<file path="src/rtl/core/assert_macros.svh">
// Assertion macros shared by the envelope evaluator RTL.
// Depends on nothing; included by the files that carry assertions.
`ifndef ASSERT_MACROS_SVH
`define ASSERT_MACROS_SVH

// Clocked assertion, switched off while reset is high.
`define ESE_ASSERT(label, clk, rst, prop, msg) \
   label: assert property (@(posedge clk) disable iff (rst) prop) else $error(msg);

// Clocked assertion that is also checked during reset.
`define ESE_ASSERT_ALWAYS(label, clk, prop, msg) \
   label: assert property (@(posedge clk) prop) else $error(msg);

`endif

</file>
<file path="src/rtl/core/ese_pkg.sv">
// Shared types, constants and lookup tables of the envelope shape evaluator.
// Depends on nothing; used by every module of the block but ese_ram.
package ese_pkg;

   localparam int MAX_POINTS = 8;
   localparam int FRAC_BITS  = 15;
   localparam int IDX_W      = $clog2(MAX_POINTS);
   localparam int CNT_W      = $clog2(MAX_POINTS + 1);
   localparam int BP_W       = 34;
   localparam int STEP_W     = $clog2(FRAC_BITS);

   localparam logic [16:0] ONE = 17'(1) << FRAC_BITS;

   typedef enum logic [2:0] {
      MODE_LINEAR  = 3'd0,
      MODE_AD      = 3'd1,
      MODE_ADSR    = 3'd2,
      MODE_FADE_IN = 3'd3,
      MODE_FADE_OUT= 3'd4,
      MODE_LOG_IN  = 3'd5,
      MODE_LOG_OUT = 3'd6,
      MODE_CUSTOM  = 3'd7
   } mode_type;

   typedef enum logic [2:0] {
      REG_MODE    = 3'd0,
      REG_ATTACK  = 3'd1,
      REG_DECAY   = 3'd2,
      REG_SUSTAIN = 3'd3,
      REG_RELEASE = 3'd4,
      REG_FADE    = 3'd5,
      REG_COUNT   = 3'd6
   } reg_index_type;

   localparam logic       OP_EVAL       = 1'b0;
   localparam logic       OP_WRITE      = 1'b1;
   localparam logic [1:0] CURVE_LINEAR  = 2'd0;
   localparam logic [1:0] CURVE_COSINE  = 2'd1;

   typedef enum logic [3:0] {
      KIND_DIRECT   = 4'd0,
      KIND_Q        = 4'd1,
      KIND_ONE_MINUS= 4'd2,
      KIND_DECAY    = 4'd3,
      KIND_RELEASE  = 4'd4,
      KIND_BLEND    = 4'd5,
      KIND_COSINE   = 4'd6,
      KIND_LOG_IN   = 4'd7,
      KIND_LOG_OUT  = 4'd8
   } kind_type;

   typedef struct packed {
      logic capture;
      logic bp_write;
      logic scan;
      logic premul;
      logic setup;
      logic div_step;
      logic lut_mul;
      logic lut_fin;
      logic bl_a;
      logic bl_b;
      logic finish;
   } cmd_type;

   typedef struct packed {
      logic scan_done;
   } status_type;

   function automatic logic [15:0] log_tab(input logic [5:0] i);
      logic [15:0] v;
      case (i)
         6'd0:  v = 16'd0;     6'd1:  v = 16'd3527;  6'd2:  v = 16'd6351;
         6'd3:  v = 16'd8707;  6'd4:  v = 16'd10727; 6'd5:  v = 16'd12496;
         6'd6:  v = 16'd14069; 6'd7:  v = 16'd15485; 6'd8:  v = 16'd16773;
         6'd9:  v = 16'd17954; 6'd10: v = 16'd19045; 6'd11: v = 16'd20058;
         6'd12: v = 16'd21004; 6'd13: v = 16'd21890; 6'd14: v = 16'd22725;
         6'd15: v = 16'd23513; 6'd16: v = 16'd24260; 6'd17: v = 16'd24970;
         6'd18: v = 16'd25646; 6'd19: v = 16'd26291; 6'd20: v = 16'd26909;
         6'd21: v = 16'd27500; 6'd22: v = 16'd28068; 6'd23: v = 16'd28615;
         6'd24: v = 16'd29141; 6'd25: v = 16'd29648; 6'd26: v = 16'd30138;
         6'd27: v = 16'd30611; 6'd28: v = 16'd31070; 6'd29: v = 16'd31514;
         6'd30: v = 16'd31944; 6'd31: v = 16'd32362;
         default: v = 16'd32768;
      endcase
      return v;
   endfunction

   function automatic logic [15:0] cos_tab(input logic [5:0] i);
      logic [15:0] v;
      case (i)
         6'd0:  v = 16'd0;     6'd1:  v = 16'd79;    6'd2:  v = 16'd315;
         6'd3:  v = 16'd705;   6'd4:  v = 16'd1247;  6'd5:  v = 16'd1935;
         6'd6:  v = 16'd2761;  6'd7:  v = 16'd3719;  6'd8:  v = 16'd4799;
         6'd9:  v = 16'd5990;  6'd10: v = 16'd7282;  6'd11: v = 16'd8661;
         6'd12: v = 16'd10114; 6'd13: v = 16'd11628; 6'd14: v = 16'd13188;
         6'd15: v = 16'd14778; 6'd16: v = 16'd16384; 6'd17: v = 16'd17990;
         6'd18: v = 16'd19580; 6'd19: v = 16'd21140; 6'd20: v = 16'd22654;
         6'd21: v = 16'd24107; 6'd22: v = 16'd25486; 6'd23: v = 16'd26778;
         6'd24: v = 16'd27969; 6'd25: v = 16'd29049; 6'd26: v = 16'd30007;
         6'd27: v = 16'd30833; 6'd28: v = 16'd31521; 6'd29: v = 16'd32063;
         6'd30: v = 16'd32453; 6'd31: v = 16'd32689;
         default: v = 16'd32768;
      endcase
      return v;
   endfunction

endpackage

</file>
<file path="src/rtl/core/ese_ram.sv">
// Generic single-write, single-read RAM with a registered read port.
// Depends on nothing.
module ese_ram #(
   parameter int WIDTH = 8,
   parameter int DEPTH = 8
) (
   input  logic                     clock,
   input  logic                     we,
   input  logic [$clog2(DEPTH)-1:0] waddr,
   input  logic [WIDTH-1:0]         wdata,
   input  logic [$clog2(DEPTH)-1:0] raddr,
   output logic [WIDTH-1:0]         rdata
);

   logic [WIDTH-1:0] mem_ff [DEPTH];
   logic [WIDTH-1:0] rdata_ff;

   always_ff @(posedge clock) begin
      if (we) begin
         mem_ff[waddr] <= wdata;
      end
      rdata_ff <= mem_ff[raddr];
   end

   assign rdata = rdata_ff;

endmodule

</file>
<file path="src/rtl/core/ese_ctrl.sv">
// Sequencer of the envelope evaluator: handshakes and the command stream.
// Depends on ese_pkg and assert_macros.svh.
`include "assert_macros.svh"

module ese_ctrl (
   input  logic               clock,
   input  logic               reset,
   input  logic               req_valid,
   output logic               req_ready,
   input  logic               req_operation,
   output logic               rsp_valid,
   input  logic               rsp_ready,
   input  ese_pkg::status_type status,
   output ese_pkg::cmd_type    cmd
);

   typedef enum logic [9:0] {
      ST_IDLE  = 10'b0000000001,
      ST_SCAN  = 10'b0000000010,
      ST_PRE   = 10'b0000000100,
      ST_SETUP = 10'b0000001000,
      ST_DIV   = 10'b0000010000,
      ST_LUTM  = 10'b0000100000,
      ST_LUTF  = 10'b0001000000,
      ST_BLA   = 10'b0010000000,
      ST_BLB   = 10'b0100000000,
      ST_FIN   = 10'b1000000000
   } state_type;

   state_type                    state_ff, state_in;
   logic [ese_pkg::STEP_W-1:0]   step_ff, step_in;
   logic                         rsp_valid_ff, rsp_valid_in;
   logic                         accept;

   assign req_ready = (state_ff == ST_IDLE);
   assign accept    = req_valid && req_ready;
   assign rsp_valid = rsp_valid_ff;

   always_comb begin
      state_in     = state_ff;
      step_in      = step_ff;
      rsp_valid_in = rsp_valid_ff && !rsp_ready;
      cmd          = '0;
      unique case (state_ff)
         ST_IDLE: begin
            if (accept) begin
               if (req_operation == ese_pkg::OP_WRITE) begin
                  cmd.bp_write = 1'b1;
               end else begin
                  cmd.capture = 1'b1;
                  state_in    = ST_SCAN;
               end
            end
         end
         ST_SCAN: begin
            cmd.scan = 1'b1;
            if (status.scan_done) begin
               state_in = ST_PRE;
            end
         end
         ST_PRE: begin
            cmd.premul = 1'b1;
            state_in   = ST_SETUP;
         end
         ST_SETUP: begin
            cmd.setup = 1'b1;
            step_in   = '0;
            state_in  = ST_DIV;
         end
         ST_DIV: begin
            cmd.div_step = 1'b1;
            step_in      = step_ff + 1'b1;
            if (step_ff == ese_pkg::STEP_W'(ese_pkg::FRAC_BITS - 1)) begin
               state_in = ST_LUTM;
            end
         end
         ST_LUTM: begin
            cmd.lut_mul = 1'b1;
            state_in    = ST_LUTF;
         end
         ST_LUTF: begin
            cmd.lut_fin = 1'b1;
            state_in    = ST_BLA;
         end
         ST_BLA: begin
            cmd.bl_a = 1'b1;
            state_in = ST_BLB;
         end
         ST_BLB: begin
            cmd.bl_b = 1'b1;
            state_in = ST_FIN;
         end
         ST_FIN: begin
            // The result register may only be reloaded once the last one is gone.
            if (!rsp_valid_ff || rsp_ready) begin
               cmd.finish   = 1'b1;
               rsp_valid_in = 1'b1;
               state_in     = ST_IDLE;
            end
         end
         default: begin
            state_in = ST_IDLE;
         end
      endcase
   end

   always_ff @(posedge clock) begin
      if (reset) begin
         state_ff     <= ST_IDLE;
         step_ff      <= '0;
         rsp_valid_ff <= 1'b0;
      end else begin
         state_ff     <= state_in;
         step_ff      <= step_in;
         rsp_valid_ff <= rsp_valid_in;
      end
   end

   `ESE_ASSERT(a_eval_starts_scan, clock, reset,
      (accept && req_operation == ese_pkg::OP_EVAL) |=> (state_ff == ST_SCAN),
      "evaluate transaction did not start the breakpoint scan")

   `ESE_ASSERT(a_lut_after_div, clock, reset,
      (state_ff == ST_LUTM) |-> ($past(state_ff) == ST_DIV),
      "table stage entered without a finished division")

   `ESE_ASSERT(a_rsp_from_fin, clock, reset,
      $rose(rsp_valid_ff) |-> ($past(state_ff) == ST_FIN),
      "result raised outside the final stage")

endmodule

</file>
<file path="src/rtl/core/ese_datapath.sv">
// Datapath of the envelope evaluator: registers, breakpoint scan, divider,
// shared multiplier and table interpolation. Depends on ese_pkg and ese_ram.
module ese_datapath (
   input  logic                clock,
   input  logic                reset,
   input  ese_pkg::cmd_type    cmd,
   output ese_pkg::status_type status,
   input  logic                csr_we,
   input  logic [2:0]          csr_index,
   input  logic [15:0]         csr_wdata,
   input  logic [15:0]         req_time_point,
   input  logic [2:0]          req_point_index,
   input  logic [15:0]         req_point_time,
   input  logic [15:0]         req_point_value,
   input  logic [1:0]          req_point_curve,
   output logic [15:0]         rsp_level
);

   localparam int CW = ese_pkg::CNT_W;

   // Configuration registers
   ese_pkg::mode_type mode_ff;
   logic [15:0] attack_ff, decay_ff, sustain_ff, release_ff, fade_ff;
   logic [3:0]  count_ff;

   logic [15:0] t_ff;
   logic [CW-1:0] n_eff;
   logic          custom;

   // Scan state
   logic [CW-1:0] iss_ff;
   logic          rvld_ff, rfirst_ff, found_ff;
   logic [15:0]   first_t_ff, first_v_ff, prev_t_ff, prev_v_ff, last_t_ff, last_v_ff;
   logic [1:0]    prev_c_ff;
   logic [15:0]   seg_t1_ff, seg_t2_ff, seg_v1_ff, seg_v2_ff;
   logic [1:0]    seg_c_ff;
   logic [ese_pkg::BP_W-1:0] rdata;
   logic [15:0]   e_time, e_value;
   logic [1:0]    e_curve;

   // Setup, divider and arithmetic
   ese_pkg::kind_type kind_ff, su_kind;
   logic [16:0] direct_ff, su_direct;
   logic        su_div;
   logic [17:0] su_num, su_den;
   logic [16:0] su_preset;
   logic [17:0] rem_ff, den_ff;
   logic [16:0] q_ff;
   logic        run_ff;
   logic [18:0] rem2;
   logic [16:0] ad_sum;
   logic [17:0] adr_sum, ads_sum;
   logic [15:0] sus;
   logic [17:0] scaled;
   logic [16:0] tf_sum;
   logic [16:0] sl;

   logic [33:0] prod_a_ff, prod_b_ff, mul_p;
   logic [16:0] mul_x, mul_y;
   logic [5:0]  lut_idx;
   logic [ese_pkg::FRAC_BITS-1:0] lut_fr;
   logic [15:0] lut_lo, lut_hi;
   logic [16:0] lp_ff, pb;
   logic [34:0] fin_wide;
   logic [15:0] level_ff;

   ese_ram #(.WIDTH(ese_pkg::BP_W), .DEPTH(ese_pkg::MAX_POINTS)) u_bp_ram (
      .clock (clock),
      .we    (cmd.bp_write),
      .waddr (req_point_index[ese_pkg::IDX_W-1:0]),
      .wdata ({req_point_curve, req_point_value, req_point_time}),
      .raddr (iss_ff[ese_pkg::IDX_W-1:0]),
      .rdata (rdata)
   );

   assign e_time  = rdata[15:0];
   assign e_value = rdata[31:16];
   assign e_curve = rdata[33:32];

   assign custom = (mode_ff == ese_pkg::MODE_CUSTOM);
   assign n_eff  = (32'(count_ff) > ese_pkg::MAX_POINTS) ? CW'(ese_pkg::MAX_POINTS)
                                                          : CW'(count_ff);
   assign status.scan_done = !custom || ((iss_ff == n_eff) && !rvld_ff);

   always_ff @(posedge clock) begin
      if (reset) begin
         mode_ff    <= ese_pkg::MODE_LINEAR;
         attack_ff  <= '0;
         decay_ff   <= '0;
         sustain_ff <= '0;
         release_ff <= '0;
         fade_ff    <= '0;
         count_ff   <= '0;
      end else if (csr_we) begin
         unique case (csr_index)
            ese_pkg::REG_MODE:    mode_ff    <= ese_pkg::mode_type'(csr_wdata[2:0]);
            ese_pkg::REG_ATTACK:  attack_ff  <= csr_wdata;
            ese_pkg::REG_DECAY:   decay_ff   <= csr_wdata;
            ese_pkg::REG_SUSTAIN: sustain_ff <= csr_wdata;
            ese_pkg::REG_RELEASE: release_ff <= csr_wdata;
            ese_pkg::REG_FADE:    fade_ff    <= csr_wdata;
            ese_pkg::REG_COUNT:   count_ff   <= csr_wdata[3:0];
            default: ;
         endcase
      end
   end

   // Breakpoint scan: one entry issued per cycle, processed in the following cycle.
   always_ff @(posedge clock) begin
      if (reset) begin
         iss_ff   <= '0;
         rvld_ff  <= 1'b0;
         found_ff <= 1'b0;
      end else if (cmd.capture) begin
         iss_ff   <= '0;
         rvld_ff  <= 1'b0;
         found_ff <= 1'b0;
      end else if (cmd.scan) begin
         rvld_ff <= custom && (iss_ff < n_eff);
         if (custom && (iss_ff < n_eff)) begin
            iss_ff <= iss_ff + 1'b1;
         end
         if (rvld_ff && !rfirst_ff && !found_ff && (prev_t_ff <= t_ff) && (t_ff <= e_time)) begin
            found_ff <= 1'b1;
         end
      end
   end

   always_ff @(posedge clock) begin
      if (cmd.capture) begin
         t_ff <= req_time_point;
      end
      if (cmd.scan) begin
         rfirst_ff <= (iss_ff == '0);
         if (rvld_ff) begin
            prev_t_ff <= e_time;
            prev_v_ff <= e_value;
            prev_c_ff <= e_curve;
            last_t_ff <= e_time;
            last_v_ff <= e_value;
            if (rfirst_ff) begin
               first_t_ff <= e_time;
               first_v_ff <= e_value;
            end else if (!found_ff && (prev_t_ff <= t_ff) && (t_ff <= e_time)) begin
               seg_t1_ff <= prev_t_ff;
               seg_t2_ff <= e_time;
               seg_v1_ff <= prev_v_ff;
               seg_v2_ff <= e_value;
               seg_c_ff  <= prev_c_ff;
            end
         end
      end
   end

   // Branch selection for the current mode.
   assign ad_sum  = {1'b0, attack_ff} + {1'b0, decay_ff};
   assign adr_sum = {1'b0, ad_sum} + {2'b0, release_ff};
   assign sus     = (adr_sum >= 18'(ese_pkg::ONE)) ? 16'd0 : 16'(18'(ese_pkg::ONE) - adr_sum);
   assign ads_sum = {1'b0, ad_sum} + {2'b0, sus};
   assign scaled  = prod_a_ff[ese_pkg::FRAC_BITS+17:ese_pkg::FRAC_BITS];
   assign tf_sum  = {1'b0, t_ff} + {1'b0, fade_ff};
   assign sl      = ({1'b0, sustain_ff} > ese_pkg::ONE) ? ese_pkg::ONE : {1'b0, sustain_ff};

   always_comb begin
      su_kind   = ese_pkg::KIND_DIRECT;
      su_direct = '0;
      su_div    = 1'b0;
      su_num    = '0;
      su_den    = '0;
      su_preset = '0;
      unique case (mode_ff)
         ese_pkg::MODE_LINEAR: begin
            su_direct = {1'b0, t_ff};
         end
         ese_pkg::MODE_AD: begin
            if (ad_sum != '0) begin
               su_div = 1'b1;
               if (scaled < {2'b0, attack_ff}) begin
                  su_kind = ese_pkg::KIND_Q;
                  su_num  = scaled;
                  su_den  = {2'b0, attack_ff};
               end else begin
                  su_kind = ese_pkg::KIND_ONE_MINUS;
                  su_num  = scaled - {2'b0, attack_ff};
                  su_den  = {2'b0, decay_ff};
               end
            end
         end
         ese_pkg::MODE_ADSR: begin
            if (t_ff < attack_ff) begin
               su_div  = 1'b1;
               su_kind = ese_pkg::KIND_Q;
               su_num  = {2'b0, t_ff};
               su_den  = {2'b0, attack_ff};
            end else if ({1'b0, t_ff} < ad_sum) begin
               su_div  = 1'b1;
               su_kind = ese_pkg::KIND_DECAY;
               su_num  = {2'b0, t_ff - attack_ff};
               su_den  = {2'b0, decay_ff};
            end else if ({2'b0, t_ff} < ads_sum) begin
               su_direct = sl;
            end else begin
               su_div  = 1'b1;
               su_kind = ese_pkg::KIND_RELEASE;
               su_num  = {2'b0, t_ff} - ads_sum;
               su_den  = {2'b0, release_ff};
            end
         end
         ese_pkg::MODE_FADE_IN: begin
            if (t_ff < fade_ff) begin
               su_div  = 1'b1;
               su_kind = ese_pkg::KIND_Q;
               su_num  = {2'b0, t_ff};
               su_den  = {2'b0, fade_ff};
            end else begin
               su_direct = ese_pkg::ONE;
            end
         end
         ese_pkg::MODE_FADE_OUT: begin
            if (tf_sum < ese_pkg::ONE) begin
               su_direct = ese_pkg::ONE;
            end else begin
               su_div  = 1'b1;
               su_kind = ese_pkg::KIND_ONE_MINUS;
               su_num  = {1'b0, tf_sum - ese_pkg::ONE};
               su_den  = {2'b0, fade_ff};
            end
         end
         ese_pkg::MODE_LOG_IN, ese_pkg::MODE_LOG_OUT: begin
            su_kind   = (mode_ff == ese_pkg::MODE_LOG_IN) ? ese_pkg::KIND_LOG_IN
                                                          : ese_pkg::KIND_LOG_OUT;
            su_preset = ({1'b0, t_ff} > ese_pkg::ONE) ? ese_pkg::ONE : {1'b0, t_ff};
         end
         ese_pkg::MODE_CUSTOM: begin
            if (n_eff == '0) begin
               su_direct = '0;
            end else if ((n_eff == CW'(1)) || (t_ff <= first_t_ff)) begin
               su_direct = {1'b0, first_v_ff};
            end else if (t_ff >= last_t_ff) begin
               su_direct = {1'b0, last_v_ff};
            end else if (found_ff) begin
               if (seg_c_ff == ese_pkg::CURVE_LINEAR || seg_c_ff == ese_pkg::CURVE_COSINE) begin
                  su_div  = 1'b1;
                  su_kind = (seg_c_ff == ese_pkg::CURVE_COSINE) ? ese_pkg::KIND_COSINE
                                                                : ese_pkg::KIND_BLEND;
                  su_num  = {2'b0, t_ff - seg_t1_ff};
                  su_den  = {2'b0, seg_t2_ff - seg_t1_ff};
               end else begin
                  su_direct = {1'b0, seg_v1_ff};
               end
            end
         end
         default: ;
      endcase
   end

   // Restoring divider, one quotient bit a cycle. Quotients at or above one
   // are settled at setup, so only the fraction bits are iterated.
   assign rem2 = {rem_ff, 1'b0};

   always_ff @(posedge clock) begin
      if (reset) begin
         run_ff <= 1'b0;
      end else if (cmd.setup) begin
         run_ff <= su_div && (su_den != '0) && (su_num < su_den);
      end
   end

   always_ff @(posedge clock) begin
      if (cmd.setup) begin
         kind_ff   <= su_kind;
         direct_ff <= su_direct;
         rem_ff    <= su_num;
         den_ff    <= su_den;
         if (!su_div) begin
            q_ff <= su_preset;
         end else if (su_den == '0) begin
            q_ff <= '0;
         end else if (su_num >= su_den) begin
            q_ff <= ese_pkg::ONE;
         end else begin
            q_ff <= '0;
         end
      end else if (cmd.div_step && run_ff) begin
         if (rem2 >= {1'b0, den_ff}) begin
            rem_ff <= 18'(rem2 - {1'b0, den_ff});
            q_ff   <= {q_ff[15:0], 1'b1};
         end else begin
            rem_ff <= rem2[17:0];
            q_ff   <= {q_ff[15:0], 1'b0};
         end
      end
   end

   // Table interpolation on the quotient
   assign lut_idx = q_ff[ese_pkg::FRAC_BITS:ese_pkg::FRAC_BITS-5];
   assign lut_fr  = {q_ff[ese_pkg::FRAC_BITS-6:0], 5'b0};

   always_comb begin
      if (kind_ff == ese_pkg::KIND_COSINE) begin
         lut_lo = ese_pkg::cos_tab(lut_idx);
         lut_hi = (lut_idx >= 6'd32) ? lut_lo : ese_pkg::cos_tab(lut_idx + 6'd1);
      end else begin
         lut_lo = ese_pkg::log_tab(lut_idx);
         lut_hi = (lut_idx >= 6'd32) ? lut_lo : ese_pkg::log_tab(lut_idx + 6'd1);
      end
   end

   assign pb = (kind_ff == ese_pkg::KIND_COSINE) ? lp_ff : q_ff;

   // Shared multiplier operand selection
   always_comb begin
      mul_x = '0;
      mul_y = '0;
      if (cmd.premul) begin
         mul_x = {1'b0, t_ff};
         mul_y = ad_sum;
      end else if (cmd.lut_mul) begin
         mul_x = {1'b0, lut_hi - lut_lo};
         mul_y = 17'(lut_fr);
      end else if (cmd.bl_a) begin
         case (kind_ff)
            ese_pkg::KIND_BLEND, ese_pkg::KIND_COSINE: begin
               mul_x = {1'b0, seg_v1_ff};
               mul_y = ese_pkg::ONE - pb;
            end
            ese_pkg::KIND_DECAY: begin
               mul_x = q_ff;
               mul_y = ese_pkg::ONE - sl;
            end
            ese_pkg::KIND_RELEASE: begin
               mul_x = sl;
               mul_y = ese_pkg::ONE - q_ff;
            end
            default: ;
         endcase
      end else if (cmd.bl_b) begin
         if (kind_ff == ese_pkg::KIND_BLEND || kind_ff == ese_pkg::KIND_COSINE) begin
            mul_x = {1'b0, seg_v2_ff};
            mul_y = pb;
         end
      end
   end

   assign mul_p = 34'(mul_x) * 34'(mul_y);

   always_ff @(posedge clock) begin
      if (cmd.premul || cmd.lut_mul || cmd.bl_a) begin
         prod_a_ff <= mul_p;
      end
      if (cmd.bl_b) begin
         prod_b_ff <= mul_p;
      end
      if (cmd.lut_fin) begin
         lp_ff <= {1'b0, lut_lo} + 17'(prod_a_ff >> ese_pkg::FRAC_BITS);
      end
   end

   always_comb begin
      case (kind_ff)
         ese_pkg::KIND_DIRECT:    fin_wide = 35'(direct_ff);
         ese_pkg::KIND_Q:         fin_wide = 35'(q_ff);
         ese_pkg::KIND_ONE_MINUS: fin_wide = 35'(ese_pkg::ONE - q_ff);
         ese_pkg::KIND_DECAY:     fin_wide = 35'(ese_pkg::ONE)
                                             - 35'(prod_a_ff >> ese_pkg::FRAC_BITS);
         ese_pkg::KIND_RELEASE:   fin_wide = 35'(prod_a_ff >> ese_pkg::FRAC_BITS);
         ese_pkg::KIND_BLEND, ese_pkg::KIND_COSINE:
                                  fin_wide = (35'(prod_a_ff) + 35'(prod_b_ff))
                                             >> ese_pkg::FRAC_BITS;
         ese_pkg::KIND_LOG_IN:    fin_wide = 35'(lp_ff);
         ese_pkg::KIND_LOG_OUT:   fin_wide = (lp_ff > ese_pkg::ONE) ? 35'd0
                                             : 35'(ese_pkg::ONE - lp_ff);
         default:                 fin_wide = '0;
      endcase
   end

   always_ff @(posedge clock) begin
      if (cmd.finish) begin
         level_ff <= (fin_wide > 35'(ese_pkg::ONE)) ? 16'(ese_pkg::ONE) : fin_wide[15:0];
      end
   end

   assign rsp_level = level_ff;

endmodule

</file>
<file path="src/rtl/core/envelope_shape_evaluator.sv">
// Top level of the envelope shape evaluator.
// Depends on ese_pkg, ese_ctrl and ese_datapath.
//
// Usage:
// The req channel carries one transaction per item. An evaluate transaction
// (operation 0) returns one level on the rsp channel; a breakpoint write
// (operation 1) stores point_time, point_value and point_curve into slot
// point_index and returns nothing.
// The csr port writes the mode and timing registers with csr_we, csr_index
// and csr_wdata; the user must see that it is written only while the block
// is idle, as the block itself does not enforce this.
// In custom mode the breakpoint scan reads one RAM entry a cycle; then a
// restoring divider produces the fraction bits and a shared multiplier does
// the scaling, table and blend steps. One evaluate is in flight at a time
// and the next transaction is accepted in the same cycle as the result
// appears.
// The result sits in an output register: the next transaction is accepted
// while it waits, but a new result is only written once rsp_ready took it.
// Reset clears the registers to zero and the mode to linear; breakpoint
// slots hold no defined value until they are written.
module envelope_shape_evaluator (
   input  logic        clock,
   input  logic        reset,
   input  logic        req_valid,
   output logic        req_ready,
   input  logic        req_operation,
   input  logic [15:0] req_time_point,
   input  logic [2:0]  req_point_index,
   input  logic [15:0] req_point_time,
   input  logic [15:0] req_point_value,
   input  logic [1:0]  req_point_curve,
   output logic        rsp_valid,
   input  logic        rsp_ready,
   output logic [15:0] rsp_level,
   input  logic        csr_we,
   input  logic [2:0]  csr_index,
   input  logic [15:0] csr_wdata
);

   ese_pkg::cmd_type    cmd;
   ese_pkg::status_type status;

   ese_ctrl u_ctrl (
      .clock         (clock),
      .reset         (reset),
      .req_valid     (req_valid),
      .req_ready     (req_ready),
      .req_operation (req_operation),
      .rsp_valid     (rsp_valid),
      .rsp_ready     (rsp_ready),
      .status        (status),
      .cmd           (cmd)
   );

   ese_datapath u_datapath (
      .clock           (clock),
      .reset           (reset),
      .cmd             (cmd),
      .status          (status),
      .csr_we          (csr_we),
      .csr_index       (csr_index),
      .csr_wdata       (csr_wdata),
      .req_time_point  (req_time_point),
      .req_point_index (req_point_index),
      .req_point_time  (req_point_time),
      .req_point_value (req_point_value),
      .req_point_curve (req_point_curve),
      .rsp_level       (rsp_level)
   );

endmodule
</file>
<file path="config.mk">
export PLATFORM = sky130hd
export DESIGN_NAME = envelope_shape_evaluator
export DESIGN_NICKNAME = d
export VERILOG_FILES = /design/src/rtl/core/ese_pkg.sv /design/src/rtl/core/ese_ram.sv /design/src/rtl/core/ese_ctrl.sv /design/src/rtl/core/ese_datapath.sv /design/src/rtl/core/envelope_shape_evaluator.sv
export VERILOG_INCLUDE_DIRS = /design/src /design/src/rtl/core
export SDC_FILE = /design/constraint.sdc
export NUM_CORES = 2
export LEC_CHECK = 0
export BUFFER_PORTS_ARGS = -buffer_cell sky130_fd_sc_hd__buf_4
export CORE_MARGIN = 5
export CORE_UTILIZATION = 50
export DETAILED_ROUTE_END_ITERATION = 16
export PLACE_DENSITY_LB_ADDON = 0.25
export SETUP_SLACK_MARGIN = 0.02
export SYNTH_ARGS = -nofsm -noshare
export SYNTH_HDL_FRONTEND = slang
export SYNTH_SLANG_ARGS = --single-unit
</file>
<file path="constraint.sdc">
create_clock -name clock -period 12.65 [get_ports clock]
set_input_delay 2.53 -clock clock [delete_from_list [all_inputs] [get_ports clock]]
set_output_delay 2.53 -clock clock [all_outputs]
set_load 0.05 [all_outputs]
</file>
==> impl_metrics.env <==
export IMPL_grt_max_degree=86
export IMPL_worstHoldPathType="reg -> reg"
export IMPL_cts_htree_levels=3
export IMPL_synth_warnings=0
export IMPL_portBuffers=95
export IMPL_worst_setup_hold_path_clk_slew_ns=0.06
export IMPL_grt_pass1_vias=45600
export IMPL_synth_cells=5823
export IMPL_layout_core_utilization_pct=55.8
export IMPL_drv_cap=0
export IMPL_die_height_um=348
export IMPL_dp_hpwl_mm=146
export IMPL_finalCritPeriodShare_pct=94.1
export IMPL_power_leakage_uw=0.0252
export IMPL_ffs_w_async_s_r_synth_pct=0
export IMPL_cp_start_kind="flop"
export IMPL_cts_hold_buffers_added=0
export IMPL_antenna_found_initial=6
export IMPL_worst_path_largest_cell_delay_ns=0.55
export IMPL_cts_inserted_buffers=84
export IMPL_grt_total_usage_pct=31.6
export IMPL_detailroute_via_count=47300
export IMPL_fin_skew_ns=0.0408
export IMPL_fin_max_slew_vios=0
export IMPL_globalRoute_totalOverflow=0
export IMPL_mostFrequentLayoutCells="683 x nand2_1, 593 x edfxtp_1, 516 x inv_1, 461 x ha_1, 403 x nor2_1"
export IMPL_post_layout_nets=6677
export IMPL_worst_setup_path_type="reg -> reg"
export IMPL_mostFrequentLayoutCell="nand2_1"
export IMPL_vdd_ir_drop_max_mv=0.164
export IMPL_drt_pass1_iter_count=10
export IMPL_drt_iter0_markers=5779
export IMPL_wl_per_cell_um=26.3
export IMPL_avgViaCountPerCell=6.33
export IMPL_fin_tns_setup_ns=0
export IMPL_clockBufferDepth=3
export IMPL_area_growth_syn_to_layout_pct=10.5
export IMPL_path_max_fanout=17
export IMPL_cts_tree="built"
export IMPL_placementRows=123
export IMPL_number_of_register_bits_inferred_by_synthesis=766
export IMPL_setup_repair_after_global_routing_missed_its_margin="false"
export IMPL_worstMarginPinSlew_ns=1.29
export IMPL_pin_count=96
export IMPL_seq_area_frac_synth_pct=37.3
export IMPL_slew_limit_headroom_pct=13.4
export IMPL_place_inst=7313
export IMPL_most_used_dff_post_synth="edfxtp_1"
export IMPL_core_region_area_um2=113000
export IMPL_post_route_cells_drive_above_1_share_pct=10.3
export IMPL_postRouteAntennaNets=0
export IMPL_route_detailed_drc=0
export IMPL_setup_worst_path_end_class="flop"
export IMPL_clock_tree_root_cell="clkbuf_16"
export IMPL_finalHoldViolations=0
export IMPL_number_of_enable_type_register_cells_in_the_synthesized_netlist=593
export IMPL_worst_ep_arrival_time_ns=12.31
export IMPL_achievable_frequency_mhz=84.0
export IMPL_timing_critical_path_slowest_stage_cell="fa_1"
export IMPL_clock_latency_on_the_worst_skew_pair_ns=0.70
export IMPL_power_density_nw_per_um2=96.3
export IMPL_finalSetupViolCount=0
export IMPL_die_footprint_um2=121000
export IMPL_syn_area_um2=57000
export IMPL_grt_pass1_wl_mm=291
export IMPL_floorplan_initialDensity_pct=50.5
export IMPL_post_route_min_period_ns=11.90
export IMPL_fp_dieW_um=348
export IMPL_totalWireLength_mm=196
export IMPL_final_instance_count_excl_fill=7477
export IMPL_yosysUniqueCellTypes=101
export IMPL_required_ns=13.06
export IMPL_routabilityCongestion=1.05
export IMPL_synth_net_count=6598
export IMPL_synthesis_area_per_instance_um2=9.79
export IMPL_status="complete, no violations"
export IMPL_clkSinkCount=766
[cells in the mapped netlist (39+ instances only)]
| cell | n | area [um2] |
|---|---|---|
| a211oi_1 | 65 | 488 |
| a21o_1 | 79 | 593 |
| a21oi_1 | 403 | 2020 |
| a221o_1 | 41 | 410 |
| a221oi_1 | 41 | 359 |
| a22oi_1 | 63 | 473 |
| and2_1 | 57 | 357 |
| and3_1 | 42 | 263 |
| clkbuf_1 | 227 | 852 |
| dfxtp_1 | 173 | 3460 |
| edfxtp_1 | 593 | 17800 |
| fa_1 | 236 | 4720 |
| ha_1 | 461 | 5770 |
| inv_1 | 516 | 1940 |
| mux2_2 | 47 | 529 |
| mux4_2 | 69 | 1550 |
| nand2_1 | 685 | 2570 |
| nand2b_1 | 56 | 350 |
| nand3_1 | 100 | 500 |
| nand4_1 | 39 | 244 |
| nor2_1 | 411 | 1540 |
| nor2b_1 | 87 | 544 |
| nor3_1 | 132 | 661 |
| o211ai_1 | 58 | 435 |
| o21a_1 | 44 | 330 |
| o21ai_0 | 225 | 1130 |
| or3_1 | 43 | 269 |
| xnor2_1 | 136 | 1190 |
| xor2_1 | 95 | 832 |
[layout make-up]
| type | count | area, um2 |
|---|---|---|
| Clock buffer | 105 | 2230 |
| Timing Repair Buffer | 267 | 2010 |
| Clock inverter | 51 | 641 |
| Multi-Input combinational cell | 4262 | 33000 |
| Fill cell | 9827 | 49800 |
| Antenna cell | 5 | 12.5 |
| Inverter | 521 | 1960 |
| Sequential cell | 766 | 21300 |
| Tap cell | 1500 | 1880 |
[timing repair]
action,in CTS,in global routing
endpoints found under the setup margin,0,28
endpoints found under the hold margin,0,0
gates resized for setup,0,16
buffers inserted,0,3
[worst max-delay path, delay by kind of cell (launching register included)]
family / cells / cell delay (ns)
compound gates: 22 / 3.64
xor+xnor: 2 / 0.28
flops: 1 / 0.51
simple gates: 7 / 1.46
fa+ha+maj: 11 / 4.89
buf+inv: 9 / 0.83
[metrics by stage]
step / total power [uW] / setup WS [ns] / instance area, um2 / hold WS [ns]
finish: 6060 / 0.750 / 63000 / 0.424
global route: 6260 / 0.0252 / 63000 / 0.430
CTS: 6080 / 0.242 / 62900 / 0.424
detailed placement: 3540 / 0.311 / 60000 / 0.411
global placement: 3540 / 0.517 / 60000 / 0.403
floorplan: 3270 / 1.23 / 57000 / 0.386
[routing by layer]
layer  GRT usage (%)  wire [um]
met5               0          0
met4            14.9      11500
met3            7.49      20400
met2            47.5      83700
met1            43.5      80600
[logic make-up after synthesis]
kind of cell	synth area share (%)
adder cells (fa/ha/maj)	18.4
AO/OA/AOI/OAI	16.4
buffers and inverters	5.30
flip-flops	37.3
multiplexers	4.23
AND/OR/NAND/NOR	14.8
XOR/XNOR	3.55
[power breakdown]
group / total (uW) / switching [uW] / internal, uW
Sequential: 2740 / 18.7 / 2720
Clock: 2540 / 1090 / 1460
Combinational: 780 / 508 / 272
[path summary, 6_finish.rpt]
path	startpoint	end	slack, ns	cells past startpoint
worst max-delay path	u_datapath.q_ff[11]	u_datapath.prod_b_ff[33]	0.75	51
worst min-delay path	u_datapath.prev_c_ff[0]	u_datapath.seg_c_ff[0]	0.42	0
worst max register to register	u_datapath.q_ff[11]	u_datapath.prod_b_ff[33]	0.75	51
worst min register to register	u_datapath.prev_c_ff[0]	u_datapath.seg_c_ff[0]	0.42	0
[registers in the layout, summed over array words and instances (netlist names), 17 cells and up, named ones only]
register,count
u_datapath.u_bp_ram.mem_ff,272
u_datapath.lp_ff,17
u_datapath.prod_a_ff,34
u_datapath.rem_ff,18
u_datapath.u_bp_ram.rdata,34
u_datapath.q_ff,17
u_datapath.prod_b_ff,34
(Power assumes the default switching activity.)
